File: src/rtl/core/assert_macros.svh
// ----------------------------------------------------------------------------
// assert_macros.svh
// Concurrent assertion helpers, empty when SYNTHESIS is defined.
// ----------------------------------------------------------------------------
`ifndef ASSERT_MACROS_SVH
`define ASSERT_MACROS_SVH

`ifndef SYNTHESIS
// label, clock, active-low reset, property, message
`define ASSERT_CLK(label, clk, rstn, prop, msg) \
	label: assert property (@(posedge clk) disable iff (!rstn) prop) else $error(msg);
// same, but checked during reset as well
`define ASSERT_ALWAYS(label, clk, prop, msg) \
	label: assert property (@(posedge clk) prop) else $error(msg);
`else
`define ASSERT_CLK(label, clk, rstn, prop, msg)
`define ASSERT_ALWAYS(label, clk, prop, msg)
`endif

`endif

File: src/rtl/core/ccsync_pkg.sv
// ----------------------------------------------------------------------------
// ccsync_pkg
// Shared types and constants of the crank/cam sync detector.
// ----------------------------------------------------------------------------
package ccsync_pkg;

	// event codes
	localparam logic [2:0] REQ_CRANK_TOOTH  = 3'd0;
	localparam logic [2:0] REQ_LONG_TOOTH   = 3'd1;
	localparam logic [2:0] REQ_INTAKE_EDGE  = 3'd2;
	localparam logic [2:0] REQ_EXHAUST_EDGE = 3'd3;
	localparam logic [2:0] REQ_POS_STATUS   = 3'd4;

	// register indexes
	localparam logic [2:0] CFG_TEETH_PER_TARGET = 3'd0;
	localparam logic [2:0] CFG_GAP_TEETH        = 3'd1;
	localparam logic [2:0] CFG_ANGLE_WINDOW     = 3'd2;
	localparam logic [2:0] CFG_ACCURATE_THRESH  = 3'd3;
	localparam logic [2:0] CFG_COARSE_THRESH    = 3'd4;
	localparam logic [2:0] CFG_INTAKE_REFS      = 3'd5;
	localparam logic [2:0] CFG_EXHAUST_REFS     = 3'd6;

	localparam int REF_SLOTS   = 6;
	localparam int REF_W       = 10;
	localparam int REFS_W      = REF_SLOTS * REF_W;
	localparam int CFG_DATA_W  = REFS_W;

	localparam logic [6:0] TOOTH_SAT    = 7'd70;
	localparam logic [6:0] EDGE_POS_MAX = 7'd120;
	localparam logic [7:0] EDGE_CNT_TOP = 8'd254;

	typedef struct packed {
		logic [2:0]  req_type;
		logic [15:0] cam_angle;
		logic        position_known;
		logic        force_not_synced;
		logic        sync_inhibited;
	} in_word_t;

	typedef struct packed {
		logic [6:0] tooth_count;
		logic       gap_near;
		logic [6:0] edge_position;
		logic [7:0] intake_good_edges;
		logic [7:0] exhaust_good_edges;
		logic       long_tooth_mark;
		logic       accurate_sync;
		logic       coarse_sync;
	} out_word_t;

endpackage

File: src/rtl/core/ccsync_edge_win.sv
// ----------------------------------------------------------------------------
// ccsync_edge_win
// Checks a rounded cam edge position against a set of reference angles.
// ----------------------------------------------------------------------------
module ccsync_edge_win #(
	parameter int REF_COUNT = 6
) (
	input  logic [6:0]                   pos,
	input  logic [ccsync_pkg::REFS_W-1:0] refs,
	input  logic [7:0]                   window,
	output logic                         hit
);
	import ccsync_pkg::*;

	logic [REF_W-1:0] target;
	logic [REF_SLOTS-1:0] slot_hit;

	// 6 * pos, at most 720
	assign target = {1'b0, pos, 2'b00} + {2'b00, pos, 1'b0};

	always_comb begin
		logic [REF_W-1:0] ref_a;
		logic [REF_W-1:0] delta;
		slot_hit = '0;
		for (int i = 0; i < REF_SLOTS; i++) begin
			ref_a = refs[i*REF_W +: REF_W];
			delta = (target >= ref_a) ? (target - ref_a) : (ref_a - target);
			if (i < REF_COUNT)
				slot_hit[i] = delta < {2'b00, window};
		end
	end

	assign hit = |slot_hit;

endmodule

File: src/rtl/core/engine_crank_cam_sync_detector_top.sv
// ----------------------------------------------------------------------------
// engine_crank_cam_sync_detector_top
// Crank tooth counting, cam edge qualification and engine sync flags.
// ----------------------------------------------------------------------------
// Usage:
//   Input channel in_valid/in_stall/in_data carries one engine event per word
//   (crank tooth, long tooth, intake edge, exhaust edge, position status).
//   Output channel out_valid/out_stall/out_data returns exactly one word per
//   event: the detector state after that event plus the rounded edge position.
//   A word is taken on a rising edge with valid high and stall low.
//   An accepted event passes the input register, then the result register,
//   before out_valid. Throughput: one event per cycle while the receiver does
//   not stall; the only loop is the state update between the two registers.
//   When the receiver stalls, the result register holds; one more event may
//   sit in the input register, after which in_stall rises.
//   Config: wr_en/wr_index/wr_data write one reg per cycle, index 7 ignored;
//   the user must write only while no event is in flight (not enforced).
//   Reset (arst_n low, asynchronous): all state cleared, registers back to
//   their defaults (60 teeth, 2 gap teeth, everything else 0), both channel
//   stages empty. No clearing pass; an event may be sent right after reset.
// ----------------------------------------------------------------------------
`include "assert_macros.svh"

module engine_crank_cam_sync_detector_top #(
	parameter int REF_ANGLE_COUNT = 6
) (
	input  logic                             clk,
	input  logic                             arst_n,
	// config write port
	input  logic                             wr_en,
	input  logic [2:0]                       wr_index,
	input  logic [ccsync_pkg::CFG_DATA_W-1:0] wr_data,
	// event channel
	input  logic                             in_valid,
	output logic                             in_stall,
	input  ccsync_pkg::in_word_t             in_data,
	// result channel
	output logic                             out_valid,
	input  logic                             out_stall,
	output ccsync_pkg::out_word_t            out_data
);
	import ccsync_pkg::*;

	// ---------------- configuration registers ----------------
	logic [7:0]        teeth_per_target_q;
	logic [7:0]        gap_teeth_q;
	logic [7:0]        angle_window_q;
	logic [7:0]        acc_thresh_q;
	logic [7:0]        crs_thresh_q;
	logic [REFS_W-1:0] intake_refs_q;
	logic [REFS_W-1:0] exhaust_refs_q;

	always_ff @(posedge clk or negedge arst_n) begin
		if (!arst_n) begin
			teeth_per_target_q <= 8'd60;
			gap_teeth_q        <= 8'd2;
			angle_window_q     <= '0;
			acc_thresh_q       <= '0;
			crs_thresh_q       <= '0;
			intake_refs_q      <= '0;
			exhaust_refs_q     <= '0;
		end else if (wr_en) begin
			unique case (wr_index)
				CFG_TEETH_PER_TARGET: teeth_per_target_q <= wr_data[7:0];
				CFG_GAP_TEETH:        gap_teeth_q        <= wr_data[7:0];
				CFG_ANGLE_WINDOW:     angle_window_q     <= wr_data[7:0];
				CFG_ACCURATE_THRESH:  acc_thresh_q       <= wr_data[7:0];
				CFG_COARSE_THRESH:    crs_thresh_q       <= wr_data[7:0];
				CFG_INTAKE_REFS:      intake_refs_q      <= wr_data;
				CFG_EXHAUST_REFS:     exhaust_refs_q     <= wr_data;
				default: ;
			endcase
		end
	end

	// ---------------- input stage ----------------
	// The edge position only depends on the raw angle, so it is rounded on the
	// way into the input register: (a + 192) / 384 = ((a + 192) >> 7) / 3,
	// and x / 3 = (x * 683) >> 11 exactly for x < 2048.
	logic [16:0] ang_biased;
	logic [9:0]  ang_div128;
	logic [19:0] ang_prod;
	logic [8:0]  ang_quo;
	logic [6:0]  edge_pos_in;

	assign ang_biased  = {1'b0, in_data.cam_angle} + 17'd192;
	assign ang_div128  = ang_biased[16:7];
	assign ang_prod    = ang_div128 * 10'd683;
	assign ang_quo     = ang_prod[19:11];
	assign edge_pos_in = (ang_quo > {2'b00, EDGE_POS_MAX}) ? EDGE_POS_MAX : ang_quo[6:0];

	logic     valid_s1;
	in_word_t word_s1;
	logic [6:0] edge_pos_s1;
	logic     advance;
	logic     out_valid_q;

	// s1 moves on whenever the result register is empty or being drained
	assign advance  = !out_valid_q || !out_stall;
	assign in_stall = valid_s1 && !advance;

	always_ff @(posedge clk or negedge arst_n) begin
		if (!arst_n) begin
			valid_s1 <= 1'b0;
		end else begin
			if (in_valid && !in_stall)
				valid_s1 <= 1'b1;
			else if (advance)
				valid_s1 <= 1'b0;
		end
	end

	always_ff @(posedge clk) begin
		if (in_valid && !in_stall) begin
			word_s1     <= in_data;
			edge_pos_s1 <= edge_pos_in;
		end
	end

	// ---------------- detector state ----------------
	logic [6:0] teeth_q;
	logic       gap_q;
	logic       clr_next_q;
	logic       long_seen_q;
	logic [7:0] intake_cnt_q;
	logic [7:0] exhaust_cnt_q;
	logic       pos_known_q;
	logic       acc_q;
	logic       crs_q;

	logic [6:0] teeth_n;
	logic       gap_n;
	logic       clr_next_n;
	logic       long_seen_n;
	logic [7:0] intake_cnt_n;
	logic [7:0] exhaust_cnt_n;
	logic       pos_known_n;
	logic       acc_n;
	logic       crs_n;
	logic [6:0] edge_pos_n;

	// window check for the side named by the event
	logic              is_exhaust;
	logic [REFS_W-1:0] side_refs;
	logic              edge_hit;

	assign is_exhaust = (word_s1.req_type == REQ_EXHAUST_EDGE);
	assign side_refs  = is_exhaust ? exhaust_refs_q : intake_refs_q;

	ccsync_edge_win #(
		.REF_COUNT (REF_ANGLE_COUNT)
	) u_edge_win (
		.pos    (edge_pos_s1),
		.refs   (side_refs),
		.window (angle_window_q),
		.hit    (edge_hit)
	);

	// tooth advance; compared before saturation, target ignored when negative
	logic [6:0] teeth_inc;
	logic       gap_match;
	logic [7:0] gap_target;

	assign teeth_inc  = teeth_q + 7'd1;
	assign gap_target = teeth_per_target_q - gap_teeth_q;
	assign gap_match  = (teeth_per_target_q >= gap_teeth_q) &&
	                    ({1'b0, teeth_inc} == gap_target);

	// sync qualification from the current counters
	logic acc_cnt_ok;
	logic crs_cnt_ok;
	logic acc_calc;

	assign acc_cnt_ok = (intake_cnt_q >= acc_thresh_q) || (exhaust_cnt_q >= acc_thresh_q);
	assign crs_cnt_ok = (intake_cnt_q >= crs_thresh_q) || (exhaust_cnt_q >= crs_thresh_q);
	assign acc_calc   = long_seen_q && acc_cnt_ok;

	always_comb begin
		teeth_n       = teeth_q;
		gap_n         = gap_q;
		clr_next_n    = clr_next_q;
		long_seen_n   = long_seen_q;
		intake_cnt_n  = intake_cnt_q;
		exhaust_cnt_n = exhaust_cnt_q;
		pos_known_n   = pos_known_q;
		acc_n         = acc_q;
		crs_n         = crs_q;
		edge_pos_n    = '0;

		case (word_s1.req_type)
			REQ_CRANK_TOOTH: begin
				gap_n = gap_match;
				if (clr_next_q) begin
					teeth_n    = '0;
					clr_next_n = 1'b0;
				end else begin
					teeth_n = (teeth_inc > TOOTH_SAT) ? TOOTH_SAT : teeth_inc;
				end
			end
			REQ_LONG_TOOTH: begin
				clr_next_n  = 1'b1;
				long_seen_n = 1'b1;
			end
			REQ_INTAKE_EDGE, REQ_EXHAUST_EDGE: begin
				edge_pos_n = edge_pos_s1;
				if (edge_hit) begin
					if (is_exhaust)
						exhaust_cnt_n = (exhaust_cnt_q == EDGE_CNT_TOP) ? '0
						              : exhaust_cnt_q + 8'd1;
					else
						intake_cnt_n = (intake_cnt_q == EDGE_CNT_TOP) ? '0
						             : intake_cnt_q + 8'd1;
				end
			end
			REQ_POS_STATUS: begin
				if (word_s1.position_known) begin
					if (!word_s1.force_not_synced && !word_s1.sync_inhibited) begin
						acc_n = acc_calc;
						crs_n = acc_calc || long_seen_q || crs_cnt_ok;
					end
					// first known position: start from a clean slate
					if (!pos_known_q) begin
						acc_n         = 1'b0;
						crs_n         = 1'b0;
						long_seen_n   = 1'b0;
						intake_cnt_n  = '0;
						exhaust_cnt_n = '0;
					end
				end
				pos_known_n = word_s1.position_known;
			end
			default: ;
		endcase
	end

	logic fire;
	assign fire = valid_s1 && advance;

	always_ff @(posedge clk or negedge arst_n) begin
		if (!arst_n) begin
			teeth_q       <= '0;
			gap_q         <= 1'b0;
			clr_next_q    <= 1'b0;
			long_seen_q   <= 1'b0;
			intake_cnt_q  <= '0;
			exhaust_cnt_q <= '0;
			pos_known_q   <= 1'b0;
			acc_q         <= 1'b0;
			crs_q         <= 1'b0;
		end else if (fire) begin
			teeth_q       <= teeth_n;
			gap_q         <= gap_n;
			clr_next_q    <= clr_next_n;
			long_seen_q   <= long_seen_n;
			intake_cnt_q  <= intake_cnt_n;
			exhaust_cnt_q <= exhaust_cnt_n;
			pos_known_q   <= pos_known_n;
			acc_q         <= acc_n;
			crs_q         <= crs_n;
		end
	end

	// ---------------- result register ----------------
	out_word_t out_word_q;

	always_ff @(posedge clk or negedge arst_n) begin
		if (!arst_n) begin
			out_valid_q <= 1'b0;
		end else if (advance) begin
			out_valid_q <= valid_s1;
		end
	end

	always_ff @(posedge clk) begin
		if (fire) begin
			out_word_q.tooth_count        <= teeth_n;
			out_word_q.gap_near           <= gap_n;
			out_word_q.edge_position      <= edge_pos_n;
			out_word_q.intake_good_edges  <= intake_cnt_n;
			out_word_q.exhaust_good_edges <= exhaust_cnt_n;
			out_word_q.long_tooth_mark    <= long_seen_n;
			out_word_q.accurate_sync      <= acc_n;
			out_word_q.coarse_sync        <= crs_n;
		end
	end

	assign out_valid = out_valid_q;
	assign out_data  = out_word_q;

	// ---------------- assertions ----------------
	`ASSERT_ALWAYS(a_stall_needs_word, clk, in_stall |-> valid_s1, "stall with empty input stage")
	`ASSERT_CLK(a_fire_gives_result, clk, arst_n, fire |=> out_valid_q, "event lost before result stage")
	`ASSERT_CLK(a_teeth_saturate, clk, arst_n, teeth_q <= TOOTH_SAT, "tooth counter above saturation")
	`ASSERT_CLK(a_cnt_wrap, clk, arst_n, (intake_cnt_q != 8'hFF) && (exhaust_cnt_q != 8'hFF), "edge counter reached 255")
	`ASSERT_CLK(a_acc_implies_crs, clk, arst_n, acc_q |-> crs_q, "accurate sync without coarse sync")

endmodule
File: config.mk
export PLATFORM = sky130hd
export DESIGN_NAME = engine_crank_cam_sync_detector_top
export DESIGN_NICKNAME = d
export VERILOG_FILES = /design/src/rtl/core/ccsync_pkg.sv /design/src/rtl/core/ccsync_edge_win.sv /design/src/rtl/core/engine_crank_cam_sync_detector_top.sv
export VERILOG_INCLUDE_DIRS = /design/src /design/src/rtl/core
export SDC_FILE = /design/constraint.sdc
export NUM_CORES = 1
export LEC_CHECK = 0
export BUFFER_PORTS_ARGS = -buffer_cell sky130_fd_sc_hd__buf_4
export CELL_PAD_IN_SITES_DETAIL_PLACEMENT = 1
export CELL_PAD_IN_SITES_GLOBAL_PLACEMENT = 1
export CORE_UTILIZATION = 50
export CTS_BUF_LIST = sky130_fd_sc_hd__clkbuf_8
export DETAILED_ROUTE_END_ITERATION = 16
export PLACE_DENSITY = 0.86
export SYNTH_ARGS = -nofsm -noshare
export SYNTH_HDL_FRONTEND = slang
export SYNTH_HIERARCHICAL = 1
export SYNTH_SLANG_ARGS = --single-unit
File: constraint.sdc
create_clock -name clk -period 14.1 [get_ports clk]
set_input_delay 2.115 -clock clk [delete_from_list [all_inputs] [get_ports clk]]
set_output_delay 2.115 -clock clk [all_outputs]
set_load 0.02 [all_outputs]
Word level (Yosys, flattened, before mapping)
Cells that the tools add are included.
Widths: inputs -> output; s select.
- register bits: 238
- output and inout port bits: 36
- $add $sub $neg: 18
- multipliers: 1
- $lt $le $gt $ge: 19
- equal/unequal tests: 13
- reduce and logical (&&, ||, !) cells: 32
- mux-type cells: 37
- operator list (cell ; count):
    $sub 10x10->10 ; 12
    $mux 8 ; 10
    $ge 10x10->1 ; 6
    $lt 10x8->1 ; 6
    $mux 10 ; 6
    $mux 60 ; 1
    $ge 8x8->1 ; 5
    $pmux 8 s2 ; 2
    $mux 7 ; 3
    $mul 10x10->20 const B ; 1
    $reduce_and 2->1 ; 9
    $add 16x8->17 const B ; 1
    $add 8x1->8 const B ; 2
    $eq 8x8->1 const B ; 2
    $mux 1 ; 13
    $eq 3x2->1 const B ; 4
    $eq 3x3->1 const B ; 4
    $add 9x8->10 ; 1
    $gt 9x7->1 const B ; 1
    $eq 7x8->1 ; 1
    $sub 8x8->8 ; 1
    $add 7x1->7 const B ; 1
    $gt 7x7->1 const B ; 1
    $eq 3x1->1 const B ; 2
    other kinds (8) ; 25

Depth between registers and ports, before layout
- word-level depth: 9
- gate-level depth with buffers: 34

Hierarchy
Netlist, hierarchy kept.
- by module, submodules not included (module ; instances ; cells an instance ; seq. area each (sq um) ; area each (sq um)):
    engine_crank_cam_sync_detector_top ; 1 ; 1120 ; 6197.2 ; 13455.4
    ccsync_edge_win ; 1 ; 799 ; 0.0 ; 5813.1

Worst setup path after synthesis
No wires, ideal clock.
- kind: input -> register
- from: input port in_data[9] (netlist name)
- to: register edge_pos_s1[0] (data pin)
- arrival: 6.954 ns
- slack: 6.977 ns
- cell stages on the path: 23
- path buffers: 0
- setup time: 0.169 ns
- path through: inv_1 -> ha_1 -> nor2_1 -> and3_1 -> nand3_1 -> xnor2_1 -> ha_1 -> ha_1 -> inv_1 -> fa_1 -> inv_1 -> fa_1 -> inv_1 -> fa_1 -> inv_1 -> ha_1 -> nand2_1 -> a2111oi_0 -> nand3_1 -> nand2_1 -> mux2i_1 -> and4b_4 -> nor4b_2
- longest elaborated chain between the ends: 3
- ends and longest elaborated chain (what ; line ; text):
    start: declaration ; engine_crank_cam_sync_detector_top.sv:36 ; input ccsync_pkg::in_word_t in_data,
    $add 16x8->17 (*) ; engine_crank_cam_sync_detector_top.sv:86 ; assign ang_biased = {1'b0, in_data.cam_angle} + 17'd192;
    $mul 10x10->20 (*) ; engine_crank_cam_sync_detector_top.sv:88 ; assign ang_prod = ang_div128 * 10'd683;
    $gt 9x7->1 ; engine_crank_cam_sync_detector_top.sv:90 ; assign edge_pos_in = (ang_quo > {2'b00, EDGE_POS_MAX}) ? EDGE_POS_MAX : ang_quo[6:0];
    end signal: assignment ; engine_crank_cam_sync_detector_top.sv:116 ; edge_pos_s1 <= edge_pos_in;
    end: declaration ; engine_crank_cam_sync_detector_top.sv:94 ; logic [6:0] edge_pos_s1;
Mark *: on every way between the ends. The rest lies on a longest branch, timed or not.
A chain may end at the register's enable or synchronous reset.

Final worst setup path
- from: register word_s1[21] (netlist name)
- to: register exhaust_cnt_q[7]
- longest elaborated chain between the ends: 8
- ends and longest elaborated chain (what ; line ; text):
    start: declaration ; engine_crank_cam_sync_detector_top.sv:93 ; in_word_t word_s1;
    start signal: assignment ; engine_crank_cam_sync_detector_top.sv:115 ; word_s1 <= in_data;
    $eq 3x2->1 (*) ; engine_crank_cam_sync_detector_top.sv:147 ; assign is_exhaust = (word_s1.req_type == REQ_EXHAUST_EDGE);
    $mux 60 (*) ; engine_crank_cam_sync_detector_top.sv:148 ; assign side_refs = is_exhaust ? exhaust_refs_q : intake_refs_q;
    named net side_refs[30] ; engine_crank_cam_sync_detector_top.sv:144 ; logic [REFS_W-1:0] side_refs;
    $sub 10x10->10 / $ge 10x10->1 (equally long branches) ; ccsync_edge_win.sv:27 ; delta = (target >= ref_a) ? (target - ref_a) : (ref_a - target);
    $mux 10 (*) ; ccsync_edge_win.sv:27 ;
    $lt 10x8->1 (*) ; ccsync_edge_win.sv:29 ; slot_hit[i] = delta < {2'b00, window};
    $reduce_or 6->1 (*) ; ccsync_edge_win.sv:33 ; assign hit = |slot_hit;
    named net edge_hit ; engine_crank_cam_sync_detector_top.sv:145 ; logic edge_hit;
    $mux 8 (*) ; engine_crank_cam_sync_detector_top.sv:206 ; if (edge_hit) begin
    $pmux 8 s2 (*) ; engine_crank_cam_sync_detector_top.sv:190 ; case (word_s1.req_type)
    named net exhaust_cnt_n[7] ; engine_crank_cam_sync_detector_top.sv:136 ; logic [7:0] exhaust_cnt_n;
    end signal: assignment ; engine_crank_cam_sync_detector_top.sv:256 ; exhaust_cnt_q <= exhaust_cnt_n;
    end: declaration ; engine_crank_cam_sync_detector_top.sv:126 ; logic [7:0] exhaust_cnt_q;
The timed path passes the listed nets; every way through them passes the cells marked *.

==> key figures <==
Drt
  – Vias: 15,250
  – WL final: 53.51 mm
  – Average wire per standard cell: 20.74 um
  – DR iter-0 viols: 758
  – Post-route DRC: 0
  – Vias per inst: 5.911
  – First-pass DRT Iterations: 5
  – Detail Route Antenna Nets: 0

Clock network
  – Worst-case clock buffer depth: 3
  – Resize count post-CTS: 0
  – CTS tree: yes
  – Hold_buf cts: 0
  – CTS root buf: clkbuf_8
  – Num CTS Buffers: 42
  – Clk Latency, worst-skew pair: 0.61 ns
  – Clock sink count: 238
  – Htree depth: 2
  – Clock Pin Slew Worst Setup and Hold Paths: 0.06 ns
  – Post-CTS Setup Bufs: 0

Floorplan
  – Core area: 37,760 um2
  – Initial Utilization: 51.04%
  – Die width: 198.3 um
  – DIE HEIGHT: 198.3 um
  – DIE AREA: 39,330 um2
  – IO Pins: 126
  – Standard-cell rows: 71

Setup path
  – Crit start category: flip-flop
  – Slowest CP cell: o41ai_4
  – Flop2flop setup slack: 5.76 ns
  – Worst reg2reg path depth: 30
  – Worst Setup End Kind: flip-flop
  – Kind of critical path: reg2reg
  – Max incr delay on CP: 0.78 ns
  – Worst r2r src: word_s1[21]$_DFFE_PP_
  – Data arrival time of the worst path: 8.84 ns
  – Reg-to-Reg End: exhaust_cnt_q[7]$_DFFE_PN0P_
  – CP Data Required Time: 14.59 ns
  – Crit path max fanout: 36

Logic synthesis
  – Syn nets: 2,300
  – FF+latch count, synth: 238
  – Synth area leader: dfrtp_1
  – Async S/R FF share, synth: 80.25%
  – Number of synthesized flops with an enable pin: 47
  – Sequential area share after synthesis: 32.16%
  – Number of library cell types mapped by synthesis: 85
  – Yosys warnings: 6
  – Synthesized area: 19,270 um2
  – Synth top area share: 24.16%
  – Syn Area/Cell: 10.04 um2
  – Cells taking the most area after synthesis: dfrtp_1 (24%), ha_1 (17%), mux2_2 (13%)
  – Cell count after synthesis: 1,919
  – Post-synth top flop: dfrtp_1

STA
  – Achievable Freq: 0.1198 GHz
  – Post-layout min period: 8.344 ns
  – RSZ-0062 raised after global routing: no
  – Crit share post-route: 59.18%
  – Worst Setup Slack, final: 5.756 ns
  – Setup Viol. Count Final: 0
  – Clock skew: 0.02104 ns
  – Worst-Margin Slew: 1.099 ns
  – Setup TNS: 0 ns
  – Final Hold Viols: 0
  – Max Slew Vio Count: 0
  – Rel. slew slack: 26.60%

Finish
  – Antenna Cells: 0
  – Fin nets: 2,420
  – Synth-to-Final Area Change: 11.46%
  – FILL cells: 4,223
  – Commonest cells after routing, fill and taps aside: ha_1 (257), mux2_2 (224), dfrtp_1 (186)
  – Commonest non-fill, non-tap cell in the layout: ha_1
  – Share of cells above drive strength 1: 21.51%
  – Final core utilization: 56.88%
  – Final instance area: 21,480 um2

Placed design
  – GPL Wtd Cong: 0.9085
  – Placed inst area: 20,690 um2
  – Pre-CTS setup slack: 5.959 ns
  – Number of I/O port buffers: 119
  – Dpl hpwl: 39.87 mm

Global route
  – Final global-route overflow total: 0
  – Largest net degree at the start of global routing: 74
  – First-pass GRT wire length: 86.10 mm
  – Vias in the first global route: 16,437
  – Gr usage total: 27.82%
  – Antenna violations before repair: 0

Status
  – Status: complete, no violations

Hold path
  – Hold Path Class: reg2reg
  – WHS Endpoint: gap_q$_DFFE_PN0P_
  – Min-delay src: gap_q$_DFFE_PN0P_
  – Hold Path Depth: 2

Job
  – Maxcap violations: 0
## metal layers
layer / GRT usage, % / share of wire, % / vias to the layer above
li1: - / - / 7114
met1: 34.01 / 42 / 7660
met2: 49.14 / 50 / 361
met3: 3.577 / 4.0 / 115
met4: 11.51 / 3.6 / 0
met5: 0 / 0 / -
## state kept, by name (all words and copies together), names as in the netlist, 6 cells and up
| signal | cells |
|---|---|
| exhaust_refs_q | 60 |
| intake_refs_q | 60 |
| out_data | 34 |
| acc_thresh_q | 8 |
| angle_window_q | 8 |
| crs_thresh_q | 8 |
| exhaust_cnt_q | 8 |
| gap_teeth_q | 8 |
| intake_cnt_q | 8 |
| teeth_per_target_q | 8 |
| edge_pos_s1 | 7 |
| teeth_q | 7 |
| word_s1 | 6 |
## synth_stat cells, types with 43 or more instances
cell type / count
nor2_1: 81
inv_1: 175
mux2_2: 224
clkbuf_1: 47
a21o_1: 43
a21oi_1: 111
ha_1: 257
nand2_1: 107
o21ai_0: 119
xor2_1: 50
edfxtp_1: 47
dfrtp_1: 186
## critical path, delay by kind of cell (launching register included)
| family | cells | cell delay, ns |
|---|---|---|
| adder cells (fa/ha/maj) | 2 | 0.75 |
| buffers and inverters | 3 | 1.05 |
| flip-flops | 1 | 0.57 |
| AO/OA/AOI/OAI | 12 | 2.71 |
| multiplexers | 3 | 0.70 |
| AND/OR/NAND/NOR | 9 | 2.19 |
| XOR/XNOR | 1 | 0.15 |
## metrics by stage
stage | hold slack [ns] | std cells
final | 0.4886 | 2580
after global routing | 0.5092 | 2580
after CTS | 0.4882 | 2580
after detailed placement | 0.4741 | 2506
after global placement | 0.4639 | 2506
after floorplan | 0.4516 | 1919
## final cells by class
class                   instances  area, um2  share of cell area, %
clock inverters                31      198.9                 0.9263
flip-flops and latches        238       6197                  28.86
repair buffers                135       1020                  4.748
inverters                     176      660.6                  3.076
well taps                     511      639.4                  2.977
clock buffers                  43      591.8                  2.756
multi-input cells            1446      12170                  56.66
## worst max path at each step
stage	slack, ns	cells after the start	startpoint	end
final	5.76	30	word_s1[21]$_DFFE_PP_	exhaust_cnt_q[7]$_DFFE_PN0P_
after global routing	5.16	30	word_s1[21]$_DFFE_PP_	exhaust_cnt_q[7]$_DFFE_PN0P_
after CTS	5.87	30	word_s1[21]$_DFFE_PP_	exhaust_cnt_q[7]$_DFFE_PN0P_
after detailed placement	5.96	30	word_s1[21]$_DFFE_PP_	exhaust_cnt_q[7]$_DFFE_PN0P_
after global placement	6.28	30	word_s1[21]$_DFFE_PP_	exhaust_cnt_q[7]$_DFFE_PN0P_
after floorplan	6.98	23	in_data[9]	edge_pos_s1[0]$_SDFFCE_PN0P_
## kinds of logic after synthesis
group | after synthesis | share of synthesized area [%]
compound gates | 423 | 13.84
buf+inv | 235 | 4.721
xor+xnor | 93 | 4.487
mux | 240 | 13.92
simple gates | 399 | 10.64
flops | 238 | 32.16
fa+ha+maj | 291 | 20.22
Power is not shown: default switching activity piles up to over one toggle a cycle in this logic, so the estimate is an artifact.
